`src/design/tmtc_pkg.sv`:
```
// Shared package for the trimmed-mean temperature check unit.
// Holds field widths, register indexes, reset values, status codes and state types.
// No dependencies.
`default_nettype none

package tmtc_pkg;

  // Width of every temperature value in millidegrees.
  localparam int TEMP_W = 18;

  // Width of the reported good-reading count.
  localparam int COUNT_W = 3;

  // Configuration port index width and register indexes.
  localparam int CFG_IDX_W = 2;
  localparam logic [CFG_IDX_W-1:0] CFG_HOT  = 2'd0;
  localparam logic [CFG_IDX_W-1:0] CFG_COLD = 2'd1;

  // Reset values of the limit registers.
  localparam logic signed [TEMP_W-1:0] HOT_RESET  = 18'sd28000;
  localparam logic signed [TEMP_W-1:0] COLD_RESET = 18'sd23000;

  // Number of quotient bits the divider produces, and its step counter width.
  localparam int QUO_W  = TEMP_W;
  localparam int STEP_W = 5;
  localparam logic [STEP_W-1:0] LAST_STEP = 5'(QUO_W - 1);

  // Result status codes.
  typedef enum logic [1:0] {
    ST_OK   = 2'd0,
    ST_HOT  = 2'd1,
    ST_COLD = 2'd2,
    ST_FEW  = 2'd3
  } status_t;

  // Back end sequencer states.
  typedef enum logic [5:0] {
    S_IDLE = 6'b000001,
    S_TRIM = 6'b000010,
    S_ABS  = 6'b000100,
    S_DIV  = 6'b001000,
    S_SIGN = 6'b010000,
    S_CMP  = 6'b100000
  } back_state_t;

endpackage

`default_nettype wire

```
`src/design/tmtc_front.sv`:
```
// Front end: accepts reading attempts and keeps the per-run count, sum, low and high.
// Pushes one run summary into the queue on the last attempt. Uses tmtc_pkg.
`default_nettype none

module tmtc_front #(
  parameter int ATTEMPTS = 5,
  parameter int SW       = 21,
  parameter int GW       = 3
) (
  input  wire                               clk,
  input  wire                               rst,
  input  wire                               in_valid,
  input  wire                               q_full,
  input  wire                               reading_ok,
  input  wire logic signed [tmtc_pkg::TEMP_W-1:0] temp_milli,
  output logic                              push,
  output logic signed [SW-1:0]              push_sum,
  output logic signed [tmtc_pkg::TEMP_W-1:0] push_low,
  output logic signed [tmtc_pkg::TEMP_W-1:0] push_high,
  output logic [GW-1:0]                     push_good
);

  localparam int AW = (ATTEMPTS > 1) ? $clog2(ATTEMPTS) : 1;
  localparam int TW = tmtc_pkg::TEMP_W;

  logic [AW-1:0]        attempt;
  logic [GW-1:0]        good;
  logic signed [SW-1:0] sum;
  logic signed [TW-1:0] low;
  logic signed [TW-1:0] high;

  logic [GW-1:0]        good_next;
  logic signed [SW-1:0] sum_next;
  logic signed [TW-1:0] low_next;
  logic signed [TW-1:0] high_next;
  logic                 accept;
  logic                 last;

  assign accept = in_valid && !q_full;
  assign last   = (attempt == AW'(ATTEMPTS - 1));

  // Fold the current reading into the run statistics.
  always_comb begin
    good_next = good;
    sum_next  = sum;
    low_next  = low;
    high_next = high;
    if (reading_ok) begin
      if (good == '0) begin
        low_next  = temp_milli;
        high_next = temp_milli;
      end else begin
        if (temp_milli < low) begin
          low_next = temp_milli;
        end
        if (temp_milli > high) begin
          high_next = temp_milli;
        end
      end
      sum_next  = sum + {{(SW-TW){temp_milli[TW-1]}}, temp_milli};
      good_next = good + 1'b1;
    end
  end

  // Run statistics; cleared at the end of every run.
  always_ff @(posedge clk) begin
    if (rst) begin
      attempt <= '0;
      good    <= '0;
      sum     <= '0;
      low     <= '0;
      high    <= '0;
    end else if (accept) begin
      if (last) begin
        attempt <= '0;
        good    <= '0;
        sum     <= '0;
        low     <= '0;
        high    <= '0;
      end else begin
        attempt <= attempt + 1'b1;
        good    <= good_next;
        sum     <= sum_next;
        low     <= low_next;
        high    <= high_next;
      end
    end
  end

  // The finished run goes to the queue with the last item folded in.
  assign push      = accept && last;
  assign push_sum  = sum_next;
  assign push_low  = low_next;
  assign push_high = high_next;
  assign push_good = good_next;

endmodule

`default_nettype wire

```
`src/design/tmtc_queue.sv`:
```
// Two-entry queue of finished run summaries between the front and back ends.
// Generic over the entry width. No package dependencies.
`default_nettype none

module tmtc_queue #(
  parameter int W = 8
) (
  input  wire          clk,
  input  wire          rst,
  input  wire          push,
  input  wire  [W-1:0] push_data,
  input  wire          pop,
  output logic [W-1:0] pop_data,
  output logic         full,
  output logic         empty
);

  logic [W-1:0] entry [2];
  logic         wr_ptr;
  logic         rd_ptr;
  logic [1:0]   count;

  assign full     = (count == 2'd2);
  assign empty    = (count == 2'd0);
  assign pop_data = entry[rd_ptr];

  // Entry storage; payload needs no reset.
  always_ff @(posedge clk) begin
    if (push && !full) begin
      entry[wr_ptr] <= push_data;
    end
  end

  // Pointers and fill count.
  always_ff @(posedge clk) begin
    if (rst) begin
      wr_ptr <= 1'b0;
      rd_ptr <= 1'b0;
      count  <= 2'd0;
    end else begin
      if (push && !full) begin
        wr_ptr <= ~wr_ptr;
      end
      if (pop && !empty) begin
        rd_ptr <= ~rd_ptr;
      end
      case ({push && !full, pop && !empty})
        2'b10:   count <= count + 2'd1;
        2'b01:   count <= count - 2'd1;
        default: count <= count;
      endcase
    end
  end

endmodule

`default_nettype wire

```
`src/design/tmtc_back.sv`:
```
// Back end: trims, divides one quotient bit per cycle, applies the sign and classifies.
// Holds the result in an output register. Uses tmtc_pkg.
`default_nettype none

module tmtc_back #(
  parameter int SW = 21,
  parameter int GW = 3
) (
  input  wire                                clk,
  input  wire                                rst,
  input  wire                                q_empty,
  output logic                               pop,
  input  wire  logic signed [SW-1:0]         q_sum,
  input  wire  logic signed [tmtc_pkg::TEMP_W-1:0] q_low,
  input  wire  logic signed [tmtc_pkg::TEMP_W-1:0] q_high,
  input  wire  [GW-1:0]                      q_good,
  input  wire  logic signed [tmtc_pkg::TEMP_W-1:0] hot_limit,
  input  wire  logic signed [tmtc_pkg::TEMP_W-1:0] cold_limit,
  output logic                               out_valid,
  input  wire                                out_stall,
  output logic signed [tmtc_pkg::TEMP_W-1:0] mean_milli,
  output logic [1:0]                         status,
  output logic [tmtc_pkg::COUNT_W-1:0]       good_count
);

  localparam int TEMP_W = tmtc_pkg::TEMP_W;
  localparam int TW     = SW + 1;
  localparam int RW     = GW + 1;
  localparam int QW     = tmtc_pkg::QUO_W;

  tmtc_pkg::back_state_t state;
  tmtc_pkg::back_state_t state_next;

  logic signed [SW-1:0]     e_sum;
  logic signed [TEMP_W-1:0] e_low;
  logic signed [TEMP_W-1:0] e_high;
  logic [GW-1:0]            e_good;
  logic [TW-1:0]            trimmed;
  logic                     neg;
  logic [GW-1:0]            divisor;
  logic [RW-1:0]            rem;
  logic [QW-1:0]            quo;
  logic [tmtc_pkg::STEP_W-1:0] step;
  logic signed [TEMP_W-1:0] mean;
  logic                     few;

  logic [TW-1:0]            mag;
  logic [RW-1:0]            shifted;
  logic                     qbit;
  logic                     out_free;
  tmtc_pkg::status_t        class_code;

  assign few      = (e_good <= GW'(2));
  assign out_free = !out_valid || !out_stall;
  assign pop      = (state == tmtc_pkg::S_IDLE) && !q_empty;

  // Magnitude of the trimmed sum and one restoring division step.
  assign mag     = trimmed[TW-1] ? (~trimmed + 1'b1) : trimmed;
  assign shifted = {rem[RW-2:0], quo[QW-1]};
  assign qbit    = (shifted >= {1'b0, divisor});

  // Classification of the finished mean; the too-few test wins, then the hot test.
  always_comb begin
    if (few) begin
      class_code = tmtc_pkg::ST_FEW;
    end else if (mean > hot_limit) begin
      class_code = tmtc_pkg::ST_HOT;
    end else if (mean < cold_limit) begin
      class_code = tmtc_pkg::ST_COLD;
    end else begin
      class_code = tmtc_pkg::ST_OK;
    end
  end

  // Sequencer.
  always_comb begin
    state_next = state;
    unique case (state)
      tmtc_pkg::S_IDLE: begin
        if (!q_empty) begin
          state_next = tmtc_pkg::S_TRIM;
        end
      end
      tmtc_pkg::S_TRIM: state_next = few ? tmtc_pkg::S_CMP : tmtc_pkg::S_ABS;
      tmtc_pkg::S_ABS:  state_next = tmtc_pkg::S_DIV;
      tmtc_pkg::S_DIV: begin
        if (step == tmtc_pkg::LAST_STEP) begin
          state_next = tmtc_pkg::S_SIGN;
        end
      end
      tmtc_pkg::S_SIGN: state_next = tmtc_pkg::S_CMP;
      tmtc_pkg::S_CMP: begin
        if (out_free) begin
          state_next = tmtc_pkg::S_IDLE;
        end
      end
      default: state_next = tmtc_pkg::S_IDLE;
    endcase
  end

  always_ff @(posedge clk) begin
    if (rst) begin
      state <= tmtc_pkg::S_IDLE;
    end else begin
      state <= state_next;
    end
  end

  // Datapath registers.
  always_ff @(posedge clk) begin
    case (state)
      tmtc_pkg::S_IDLE: begin
        e_sum  <= q_sum;
        e_low  <= q_low;
        e_high <= q_high;
        e_good <= q_good;
      end
      tmtc_pkg::S_TRIM: begin
        trimmed <= {{(TW-SW){e_sum[SW-1]}}, e_sum}
                 - {{(TW-TEMP_W){e_low[TEMP_W-1]}}, e_low}
                 - {{(TW-TEMP_W){e_high[TEMP_W-1]}}, e_high};
        mean    <= '0;
      end
      tmtc_pkg::S_ABS: begin
        neg     <= trimmed[TW-1];
        rem     <= RW'(mag[TW-1:QW]);
        quo     <= mag[QW-1:0];
        divisor <= e_good - GW'(2);
        step    <= '0;
      end
      tmtc_pkg::S_DIV: begin
        if (qbit) begin
          rem <= shifted - {1'b0, divisor};
        end else begin
          rem <= shifted;
        end
        quo  <= {quo[QW-2:0], qbit};
        step <= step + 1'b1;
      end
      tmtc_pkg::S_SIGN: begin
        mean <= neg ? $signed(~quo + 1'b1) : $signed(quo);
      end
      default: begin
      end
    endcase
  end

  // Output register: loads when free, otherwise clears once taken.
  always_ff @(posedge clk) begin
    if (rst) begin
      out_valid <= 1'b0;
    end else if ((state == tmtc_pkg::S_CMP) && out_free) begin
      out_valid <= 1'b1;
    end else if (out_valid && !out_stall) begin
      out_valid <= 1'b0;
    end
  end

  always_ff @(posedge clk) begin
    if ((state == tmtc_pkg::S_CMP) && out_free) begin
      mean_milli <= mean;
      status     <= class_code;
      good_count <= tmtc_pkg::COUNT_W'(e_good);
    end
  end

  // The divider only runs on runs with a nonzero trimmed divisor.
  a_div_has_divisor: assert property (@(posedge clk) disable iff (rst)
    (state == tmtc_pkg::S_DIV) |-> (divisor != '0))
    else $error("divider running with a zero divisor");

  // The partial remainder always stays below the divisor.
  a_rem_bound: assert property (@(posedge clk) disable iff (rst)
    (state == tmtc_pkg::S_DIV) |-> (rem < {1'b0, divisor}))
    else $error("partial remainder reached the divisor");

  // A too-few result carries a zero mean.
  a_few_zero: assert property (@(posedge clk) disable iff (rst)
    (out_valid && (status == tmtc_pkg::ST_FEW)) |-> (mean_milli == '0))
    else $error("too-few result with a nonzero mean");

  // A new result only appears from the classify step.
  a_result_source: assert property (@(posedge clk) disable iff (rst)
    $rose(out_valid) |-> $past(state == tmtc_pkg::S_CMP))
    else $error("result appeared outside the classify step");

endmodule

`default_nettype wire

```
`src/design/trimmed_mean_temperature_check_unit.sv`:
```
// Top level of the trimmed-mean temperature check unit; uses tmtc_pkg and the front,
// queue and back modules. A run's result comes from the one-bit-per-cycle divider that
// produces 18 quotient bits; when two or fewer readings were good, the division is skipped.
// Items enter the front end at one item per cycle while the queue is not full; the back
// end takes a new run from the queue only once the last one has left the classify step.
// Reset (rst, synchronous) clears runs, queue and sequencer.
`default_nettype none

module trimmed_mean_temperature_check_unit #(
  parameter int ATTEMPTS = 5
) (
  input  wire                                      clk,
  input  wire                                      rst,
  input  wire                                      cfg_we,
  input  wire  [tmtc_pkg::CFG_IDX_W-1:0]           cfg_index,
  input  wire  [tmtc_pkg::TEMP_W-1:0]              cfg_data,
  input  wire                                      in_valid,
  output logic                                     in_stall,
  input  wire                                      reading_ok,
  input  wire  logic signed [tmtc_pkg::TEMP_W-1:0] temp_milli,
  output logic                                     out_valid,
  input  wire                                      out_stall,
  output logic signed [tmtc_pkg::TEMP_W-1:0]       mean_milli,
  output logic [1:0]                               status,
  output logic [tmtc_pkg::COUNT_W-1:0]             good_count
);

  localparam int TEMP_W = tmtc_pkg::TEMP_W;
  localparam int SW     = TEMP_W + $clog2(ATTEMPTS);
  localparam int GW     = $clog2(ATTEMPTS + 1);
  localparam int QEW    = SW + 2 * TEMP_W + GW;

  logic signed [TEMP_W-1:0] hot_limit;
  logic signed [TEMP_W-1:0] cold_limit;

  logic                     push;
  logic signed [SW-1:0]     push_sum;
  logic signed [TEMP_W-1:0] push_low;
  logic signed [TEMP_W-1:0] push_high;
  logic [GW-1:0]            push_good;
  logic                     pop;
  logic [QEW-1:0]           pop_data;
  logic                     q_full;
  logic                     q_empty;

  // Limit registers; they return to 28000 and 23000 millidegrees at reset.
  always_ff @(posedge clk) begin
    if (rst) begin
      hot_limit  <= tmtc_pkg::HOT_RESET;
      cold_limit <= tmtc_pkg::COLD_RESET;
    end else if (cfg_we) begin
      case (cfg_index)
        tmtc_pkg::CFG_HOT:  hot_limit  <= $signed(cfg_data);
        tmtc_pkg::CFG_COLD: cold_limit <= $signed(cfg_data);
        default: begin
        end
      endcase
    end
  end

  // Items wait whenever the queue has no room for another run.
  assign in_stall = q_full;

  tmtc_front #(
    .ATTEMPTS (ATTEMPTS),
    .SW       (SW),
    .GW       (GW)
  ) u_front (
    .clk        (clk),
    .rst        (rst),
    .in_valid   (in_valid),
    .q_full     (q_full),
    .reading_ok (reading_ok),
    .temp_milli (temp_milli),
    .push       (push),
    .push_sum   (push_sum),
    .push_low   (push_low),
    .push_high  (push_high),
    .push_good  (push_good)
  );

  tmtc_queue #(
    .W (QEW)
  ) u_queue (
    .clk       (clk),
    .rst       (rst),
    .push      (push),
    .push_data ({push_sum, push_low, push_high, push_good}),
    .pop       (pop),
    .pop_data  (pop_data),
    .full      (q_full),
    .empty     (q_empty)
  );

  tmtc_back #(
    .SW (SW),
    .GW (GW)
  ) u_back (
    .clk        (clk),
    .rst        (rst),
    .q_empty    (q_empty),
    .pop        (pop),
    .q_sum      ($signed(pop_data[QEW-1 -: SW])),
    .q_low      ($signed(pop_data[GW+2*TEMP_W-1 -: TEMP_W])),
    .q_high     ($signed(pop_data[GW+TEMP_W-1 -: TEMP_W])),
    .q_good     (pop_data[GW-1:0]),
    .hot_limit  (hot_limit),
    .cold_limit (cold_limit),
    .out_valid  (out_valid),
    .out_stall  (out_stall),
    .mean_milli (mean_milli),
    .status     (status),
    .good_count (good_count)
  );

endmodule

`default_nettype wire
```
`config.mk`:
```
export PLATFORM = sky130hd
export DESIGN_NAME = trimmed_mean_temperature_check_unit
export DESIGN_NICKNAME = d
export VERILOG_FILES = /design/src/design/tmtc_pkg.sv /design/src/design/tmtc_front.sv /design/src/design/tmtc_queue.sv /design/src/design/tmtc_back.sv /design/src/design/trimmed_mean_temperature_check_unit.sv
export SDC_FILE = /design/constraint.sdc
export NUM_CORES = 1
export LEC_CHECK = 0
export ABC_AREA = 0
export BUFFER_PORTS_ARGS = -buffer_cell sky130_fd_sc_hd__buf_2
export CAP_MARGIN = 15
export CORE_ASPECT_RATIO = 1.5
export CORE_MARGIN = 1.5
export CORE_UTILIZATION = 35
export DETAILED_ROUTE_END_ITERATION = 8
export RECOVER_POWER = 50
export SLEW_MARGIN = 20
export SYNTH_ARGS = -nofsm -noshare
export SYNTH_HDL_FRONTEND = slang
export SYNTH_SLANG_ARGS = --single-unit
```
`constraint.sdc`:
```
create_clock -name clk -period 11.6 [get_ports clk]
set_input_delay 1.16 -clock clk [delete_from_list [all_inputs] [get_ports clk]]
set_output_delay 1.16 -clock clk [all_outputs]
set_load 0.01 [all_outputs]
```
[Word-level counts from Yosys, hierarchy flattened]
Memory sizes are Yosys's and may differ from the RTL's. A register that Yosys moved wholly into a read port is not among the register bits.
Index checks and enable logic that the tools add are counted.
Cells by class
  bitwise logic cells: 4
  add/subtract/negate cells: 12
  order comparisons: 6
  reduce and logical (&&, ||, !) cells: 23
  eq/ne operators: 15
  muxes and demuxes: 32
Operators by type and width (number)
  18-bit 2-to-1 mux: 9
  18-bit case mux with 2 select lines: 2
  21-bit 2-to-1 mux: 3
  18-bit > comparator: 2
  18-bit less-than comparator: 2
  6-bit case mux with 6 select lines: 1
  6-bit 2-to-1 mux: 4
  21-bit by 18-bit subtractor with 22-bit output: 1
  22-bit subtractor: 1
  21-bit by 1-bit adder with 21-bit output (second input constant): 1
  21-bit adder: 1
  21-bit NOT: 1
  18-bit by 1-bit adder with 18-bit output (second input constant): 1
  18-bit NOT: 1
  3-bit 2-to-1 mux: 4
  5-bit case mux with 2 select lines: 1
  2-bit nonzero test: 4
  1-bit logical AND: 7
  3-bit by 1-bit adder with 3-bit output (second input constant): 2
  6-bit by 1-bit equality test with 1-bit output (second input constant): 1
  6-bit by 2-bit equality test with 1-bit output (second input constant): 1
  6-bit by 3-bit equality test with 1-bit output (second input constant): 1
  6-bit by 4-bit equality test with 1-bit output (second input constant): 1
  6-bit by 5-bit equality test with 1-bit output (second input constant): 1
  other kinds (26): 39
Storage, ports and cells
  output and inout port bits: 25
  memory bits (writable): 120
  bits in registers: 203
  memories kept: 1
  bits of input ports: 44
Memories
  u_queue.entry: depth 2, bits a word 60, read ports 1, clocked after Yosys merged registers in 1, wr ports 1, RTL line tmtc_queue.sv:18  | logic [W-1:0] entry [2];

[Logic depth before layout (Yosys ltp)]
Gate-level depths: netlist of run 1.
  depth after elaboration: 7
  gate-level depth with buffers: 12

[Cells and area by module]
Synthesis of run 1 repeated with hierarchy kept, for this count alone.
Second synthesis, totals
  cells, all modules: 1658
  area, all modules: 19600.0 um^2
By module, submodules not included
  tmtc_back: seq. area each 4734.5 um^2, cells an instance 748, instances 1, area an instance 8784.7 um^2
  tmtc_front: seq. area each 1261.2 um^2, cells an instance 548, instances 1, area an instance 4778.3 um^2
  tmtc_queue: seq. area each 3703.6 um^2, cells an instance 213, instances 1, area an instance 4536.9 um^2
  trimmed_mean_temperature_check_unit: seq. area each 720.7 um^2, cells an instance 149, instances 1, area an instance 1500.2 um^2

[Least setup slack after synthesis of run 1]
No wires, ideal clock.
  kind: input-to-reg
  start: input port in_valid
  end: memory u_queue.entry[0][0] in the netlist's numbering, enable pin
  arrival time: 4.132 ns
  slack: 6.990 ns
  path buffers: 0
  stages on the path: 4
  data required time: 11.122 ns
  cell sequence: nand2_1 -> nor2_1 -> inv_1 -> nor2_1
Between the ends
  cells in the longest elaborated chain, start to end: 5
Ends and longest elaborated chain
  from (decl): RTL line trimmed_mean_temperature_check_unit.sv:17  | input wire in_valid,
  1-bit logical AND: RTL line tmtc_front.sv:39  | assign accept = in_valid && !q_full;
  1-bit logical AND: RTL line tmtc_front.sv:91  | assign push = accept && last;
  1-bit logical AND: RTL line tmtc_queue.sv:29  | if (push && !full) begin
  1-bit 2-to-1 mux: RTL line tmtc_queue.sv:29
  1-bit 2-to-1 mux (implied by the code): RTL line tmtc_queue.sv:30  | entry[wr_ptr] <= push_data;
  to (decl): RTL line tmtc_queue.sv:18
Every way passes these cells.

==> results of run 1 <==
-- metrics by stage --
step / utilization / power (uW) / cell area (um2)
after CTS: 0.3996 / 4319 / 21420
after floorplan: - / 2697 / 18980
after global placement: 0.3748 / 2972 / 20090
after detailed placement: 0.3748 / 3000 / 20090
final: 0.3986 / 4277 / 21370
after global routing: 0.3986 / 4521 / 21370
-- cell usage in the layout (no fill, tap or decap), drive strengths merged, types with 41 or more instances in the layout --
master and count:
buf 50, inv 153, o21ai 74, nor2 114, clkbuf 89, edfxtp 273
mux2 94, ha 126, a22o 45, nand2 116, dfxtp 110, xor2 41
a21oi 93
-- cells by family after synthesis --
family                     count (synthesis)
AOI/OAI and AO/OA                        356
buffers and inverters                    202
DFF                                      383
adders and majority gates                149
and+or+nand+nor                          343
muxes                                     96
xor gates and xnor gates                  80
-- final cells by class --
type                       count  area, um2  share of cell area
multi-input combinational   1024       7826              0.3662
inverter                     154      578.1             0.02705
tap                          689      862.1             0.04034
timing repair buffer          79      374.1             0.01751
antenna                        1      2.502           0.0001171
sequential                   383      10400              0.4867
clock buffer                  60       1116             0.05222
clock inverter                12      211.5            0.009895
-- worst register-to-register path: stages (launching register included) --
cell and delay [ns]:
dfxtp_1 0.34, nor4_1 0.36, nand3b_1 0.22, clkinv_1 0.08, clkbuf_1 2.25, nor4_1 0.19
or3_1 0.41
-- worst max path at each step --
stage,slack [ns],endpoint,cells past startpoint,start
global placement,7.11,u_front.low[3]$_SDFFE_PP0P_,9,temp_milli[1]
finish,6.76,u_front.low[2]$_SDFFE_PP0P_,6,rst
detailed placement,7.10,u_front.high[8]$_SDFFE_PP0P_,10,temp_milli[17]
CTS,7.70,u_front.high[2]$_SDFFE_PP0P_,10,temp_milli[17]
global route,6.48,u_front.low[2]$_SDFFE_PP0P_,6,rst
floorplan,6.99,u_queue.entry[0][0]$_DFFE_PP_,4,in_valid
-- flip-flops by register name (all words and copies together) (netlist names), 2 cells and up --
| name | flops |
|---|---|
| u_back.e_good | 3 |
| u_queue.count | 2 |
| u_back.state | 6 |
| u_back.mean | 18 |
| u_back.rem | 3 |
| u_front.low | 18 |
| u_queue.entry | 120 |
| u_back.step | 5 |
| u_front.high | 18 |
| u_back.status | 2 |
| u_front.sum | 21 |
| cold_limit | 18 |
| hot_limit | 18 |
| u_back.good_count | 3 |
| u_back.e_sum | 21 |
| u_back.trimmed | 22 |
| u_back.mean_milli | 18 |
| u_back.e_high | 18 |
| u_front.attempt | 3 |
| u_back.divisor | 3 |
| u_front.good | 3 |
| u_back.quo | 18 |
| u_back.e_low | 18 |
-- report_power, final --
part           leakage, uW  switching [uW]  internal, uW
clock             0.000632             525           779
sequential         0.00341            56.7          1700
combinational      0.00401             708           507
-- per-layer routing --
metal / up-vias / global-route usage / wire length [um]
met5: - / 0 / 0
met4: 0 / 0.05192 / 1241
met2: 210 / 0.2804 / 21700
li1: 5980 / - / -
met3: 65 / 0.02321 / 1647
met1: 5784 / 0.1591 / 16050
==> flow_summary.ini, run 1 <==
[critical_path]
slowest_stage = clkbuf_1
path_buf_inv = 3
cp.arrival_ns = 5.28
rr_endpoint = u_back.state[0]$_SDFFE_PP1P_
cp_max_fo = 68
crit_type = input pin to register
critPathCaptureType = register
cp_top_family = buffers and inverters
max_stage_delay_ns = 2.48
r2r_slack_ns = 7.64
worstPathRequired_ns = 12.04
r2r_cells = 6
crit_path_cell_trace = buf_2 -> clkbuf_1 -> nor2_1 -> inv_1 -> o22ai_2 -> a22o_1
start_kind = input pin
r2r_start = u_back.state[3]$_SDFFE_PP0P_

[global_route]
grt-ovfl-total = 0
grt_max_degree = 69
grt_pass1_vias = 12175
antenna_found_initial = 1
grt_pass1_wl_um = 63290
track_usage = 0.1461

[synthesis]
synth_top_family_by_area = compound AO/OA/AOI/OAI gates
async_flop_share = 0
syn_avg_cell_area_um2 = 11.80
syn_area_um2 = 18980
synthTopCellsByCount = edfxtp_1 (273), inv_1 (154), ha_1 (126)
synth.top_cell.area_share = 0.4320
ys.flop_type = edfxtp_1
netlist_top_cells_area = edfxtp_1 (43%), dfxtp_1 (12%), ha_1 (8.3%)
synth_edf_count = 273
muxShareOfSynthArea = 0.05683
postSynthCellCount = 1609
synth_seq_cells = 383
synth_area_leader_cell = edfxtp_1
synth_xor_xnor_area_share = 0.03692
yosysMostFrequentCell = edfxtp_1
ys_types = 68
seq_area_frac_synth = 0.5480
synth_simple_gate_area_frac = 0.08287
syn-num-nets = 1802
synth-compound-area-share = 0.1276
yosysWarnings = 0
synth-adder-area-share = 0.1073

[floorplan]
die_area_um2 = 55660
die_h_um = 288.2
die_x_um = 193.1
initial_core_util = 0.3540
coreArea_um2 = 53610
io_pins = 69
rows = 104

[worst_hold_path]
min_delay_path_depth = 2
hold_class = register to register
min_from = cold_limit[16]$_SDFFE_PP0P_
min_to = cold_limit[16]$_SDFFE_PP0P_

[placement]
dp_hpwl_um = 29510
dp_cells = 2329
port_buffers = 68
gp_congestion = 0.8555
post-place-ws_ns = 7.097

[detailed_routing]
routed_wl_um = 40630
postRouteAntennaNets = 0
drc = 0
via_per_inst = 5.012
dr_total_vias = 12039
first_iter_violations = 517
first_pass_iters = 7
post_drt_wl_per_cell_um = 16.92

[power_and_ir_drop]
leakagePower_uw = 0.008047
irDropWorstVdd_v = 0.0001152
power.density_nw_per_um2 = 200.1

[status]
violations = capacitance limit, slew limit
status = complete, but fails checks

[sta]
fin_crit_sh = 0.4174
whs_ns = 0.4532
worstMarginPinSlew_ns = 3.828
hold_violations = 0
fin_tns_setup_ns = 0
setup_viol_count_final = 0
slew_violations = 279
period_minus_slack_ns = 4.842
fmax_ghz = 0.2065
fin_ws_ns = 6.758
slew_headroom = -1.552
skew_ns = 0.03350
rsz0062_at_grt = no

[clock_network]
cts_tree = done
numCtsBuffers = 40
cts.htree.levels = 2
ctsHoldBuffers = 0
cts.root.buffer_cell = clkbuf_16
path_clk_slew_ns = 0.06
postCtsSetupBuffers = 0
ctsResizeCount = 0
cts_buffer_depth = 3
cts_sinks = 383
clock_latency_ns = 0.56

[cells_and_area]
nNetsFinal = 1875
syn_to_final_growth_pct = 12.61
fillers = 5192
fin_cells = 2402
final_layout_size_suffix_gt1_frac = 0.1145

[run]
cap_viol_max_count = 5
Power figures use the tool's default switching activity.
==> run 2, diff against run 1 <==
Clock period 11.6 ns to 4.5 ns, I/O delays scaled along.
==> run 2 against run 1 <==
The run still ends with capacitance limit, slew limit left. Final cell count barely moved. Global-route usage rose by 0.18 points. First-iteration DRC count rose by 1.9%. Worst hold slack got worse by 0.34 ns. Utilization barely moved. Clock-buffer cell count fell by 9. Final area rose by 0.12%. Sequential share of layout area fell by 0.057 points. Worst setup slack got worse by 5.8 ns. Power rose to 2.6 times the previous value. Routed wire length fell by 0.22%. Largest cell class unchanged. Flip-flop and latch count did not move. Highest routed layer unchanged.
==> flow_summary.ini, run 2 (synthesis gave the netlist of run 1 again) <==
[critical_path]
r2r_cells = 2
start_kind = register
critPathCaptureType = register
cp_max_fo = 43
worstPathRequired_ns = 4.77
crit_type = register to register
cp.arrival_ns = 3.78

[global_route]
grt-ovfl-total = 0
grt-busiest-layer = met2
antenna_found_initial = 0
grt_pass1_vias = 12476
met1_usage = 0.1673
use_met3 = 0.02260
grt_pass1_wl_um = 64570
grt_use_met2 = 0.2728
track_usage = 0.1480
grt_max_degree = 68

[detailed_routing]
dr_total_vias = 12089
drc = 0
via_per_inst = 5.031
first_pass_iters = 5
post_drt_wl_per_cell_um = 16.87
routed_wl_um = 40540
first_iter_violations = 527
postRouteAntennaNets = 0

[power_and_ir_drop]
power.density_nw_per_um2 = 511.7
irDropWorstVdd_v = 0.0003199
pwr-share-clk = 0.304
p_sw_uw = 3341
swShare = 0.3051
comb_power_share = 0.284
power_uw = 10950
leakagePower_uw = 0.008053
seqPwrFrac = 0.412
internal_power_uw = 7607

[cells_and_area]
final_common_cell = edfxtp_1
final_cell_mix = edfxtp_1 (273), inv_1 (154), ha_1 (126)
diodes = 0
fin_cells = 2403
design_area_um2 = 21400
fillers = 5147
largest-register = u_queue.entry
top_regs = u_queue.entry (120), u_back.trimmed (22)
multiInputGateArea_um2 = 7823
fin_util = 0.3991
largest_reg_flops = 120
syn_to_final_growth_pct = 12.74
final_layout_size_suffix_gt1_frac = 0.1219
regArea_um2 = 10400
nNetsFinal = 1877

[worst_hold_path]
hold_class = input pin to register
min_delay_path_depth = 2

[floorplan]
io_pins = 69
coreArea_um2 = 53610
die_area_um2 = 55660
rows = 104
die_x_um = 193.1
die_h_um = 288.2
initial_core_util = 0.3540

[placement]
gp_congestion = 0.8636
dp_hpwl_um = 29570
dp_cells = 2331
port_buffers = 68
dpl_cell_area_um2 = 20140

[sta]
rsz0062_at_grt = no
period_minus_slack_ns = 3.512
setup_viol_count_final = 0
worstMarginPinSlew_ns = 2.430
fin_crit_sh = 0.7803
fin_tns_setup_ns = 0
slew_violations = 108
skew_ns = 0.03548
slew_headroom = -0.6198
fmax_ghz = 0.2848
hold_violations = 0

[clock_network]
path_clk_slew_ns = 0.06
cts_buffer_depth = 3
ctsResizeCount = 0
ctsHoldBuffers = 0
postCtsSetupBuffers = 0
cts.root.buffer_cell = clkbuf_16
numCtsBuffers = 40
cts_tree = done
cts.htree.levels = 2
cts_sinks = 383
clock_latency_ns = 0.56

[status]
status = complete, but fails checks
violations = capacitance limit, slew limit

[run]
cap_viol_max_count = 3
run 2: critical path, cell delays in order (launching register included):
cell and delay [ns]:
dfxtp_1 0.92, clkbuf_1 1.79, mux2_2 0.47
run 2: worst paths after layout:
kind	startpoint	endpoint	slack, ns
worst max-delay path	u_queue.rd_ptr$_SDFFE_PP0P_	u_back.e_low[13]$_DFFE_PN_	0.99
worst min-delay path	cfg_data[12]	cold_limit[12]$_SDFFE_PP1P_	0.12
worst max register to register	u_queue.rd_ptr$_SDFFE_PP0P_	u_back.e_low[13]$_DFFE_PN_	0.99
worst min register to register	cold_limit[2]$_SDFFE_PP0P_	cold_limit[2]$_SDFFE_PP0P_	0.45
run 2: power groups by stage:
stage          Clock [uW]  Sequential (uW)  Combinational, uW
3_3_place_gp            0             4580               3050
4_1_cts              3420             4510               3140
2_1_floorplan           0             4530               2420
5_1_grt              3560             4550               3510
6_report             3320             4520               3110
3_5_place_dp            0             4590               3120
run 2: area by class of cell:
cell class | count | area share
sequential | 383 | 0.4861
multi-input combinational | 1024 | 0.3656
clock buffer | 51 | 0.05018
tap | 689 | 0.04029
inverter | 154 | 0.02702
timing repair buffer | 81 | 0.01924
clock inverter | 21 | 0.01158
run 2: per-layer routing:
layer | vias up | share of wire
met5 | - | 0
met2 | 219 | 0.52
met4 | 0 | 0.038
li1 | 5978 | -
met1 | 5811 | 0.40
met3 | 81 | 0.038
run 2: per-stage QoR:
stage	setup WS, ns	hold WS [ns]
5_1_grt	0.6452	0.08825
6_report	0.9884	0.1158
3_3_place_gp	1.013	0.4417
2_1_floorplan	0.5023	0.4264
3_5_place_dp	1.028	0.4494
4_1_cts	1.025	0.06996
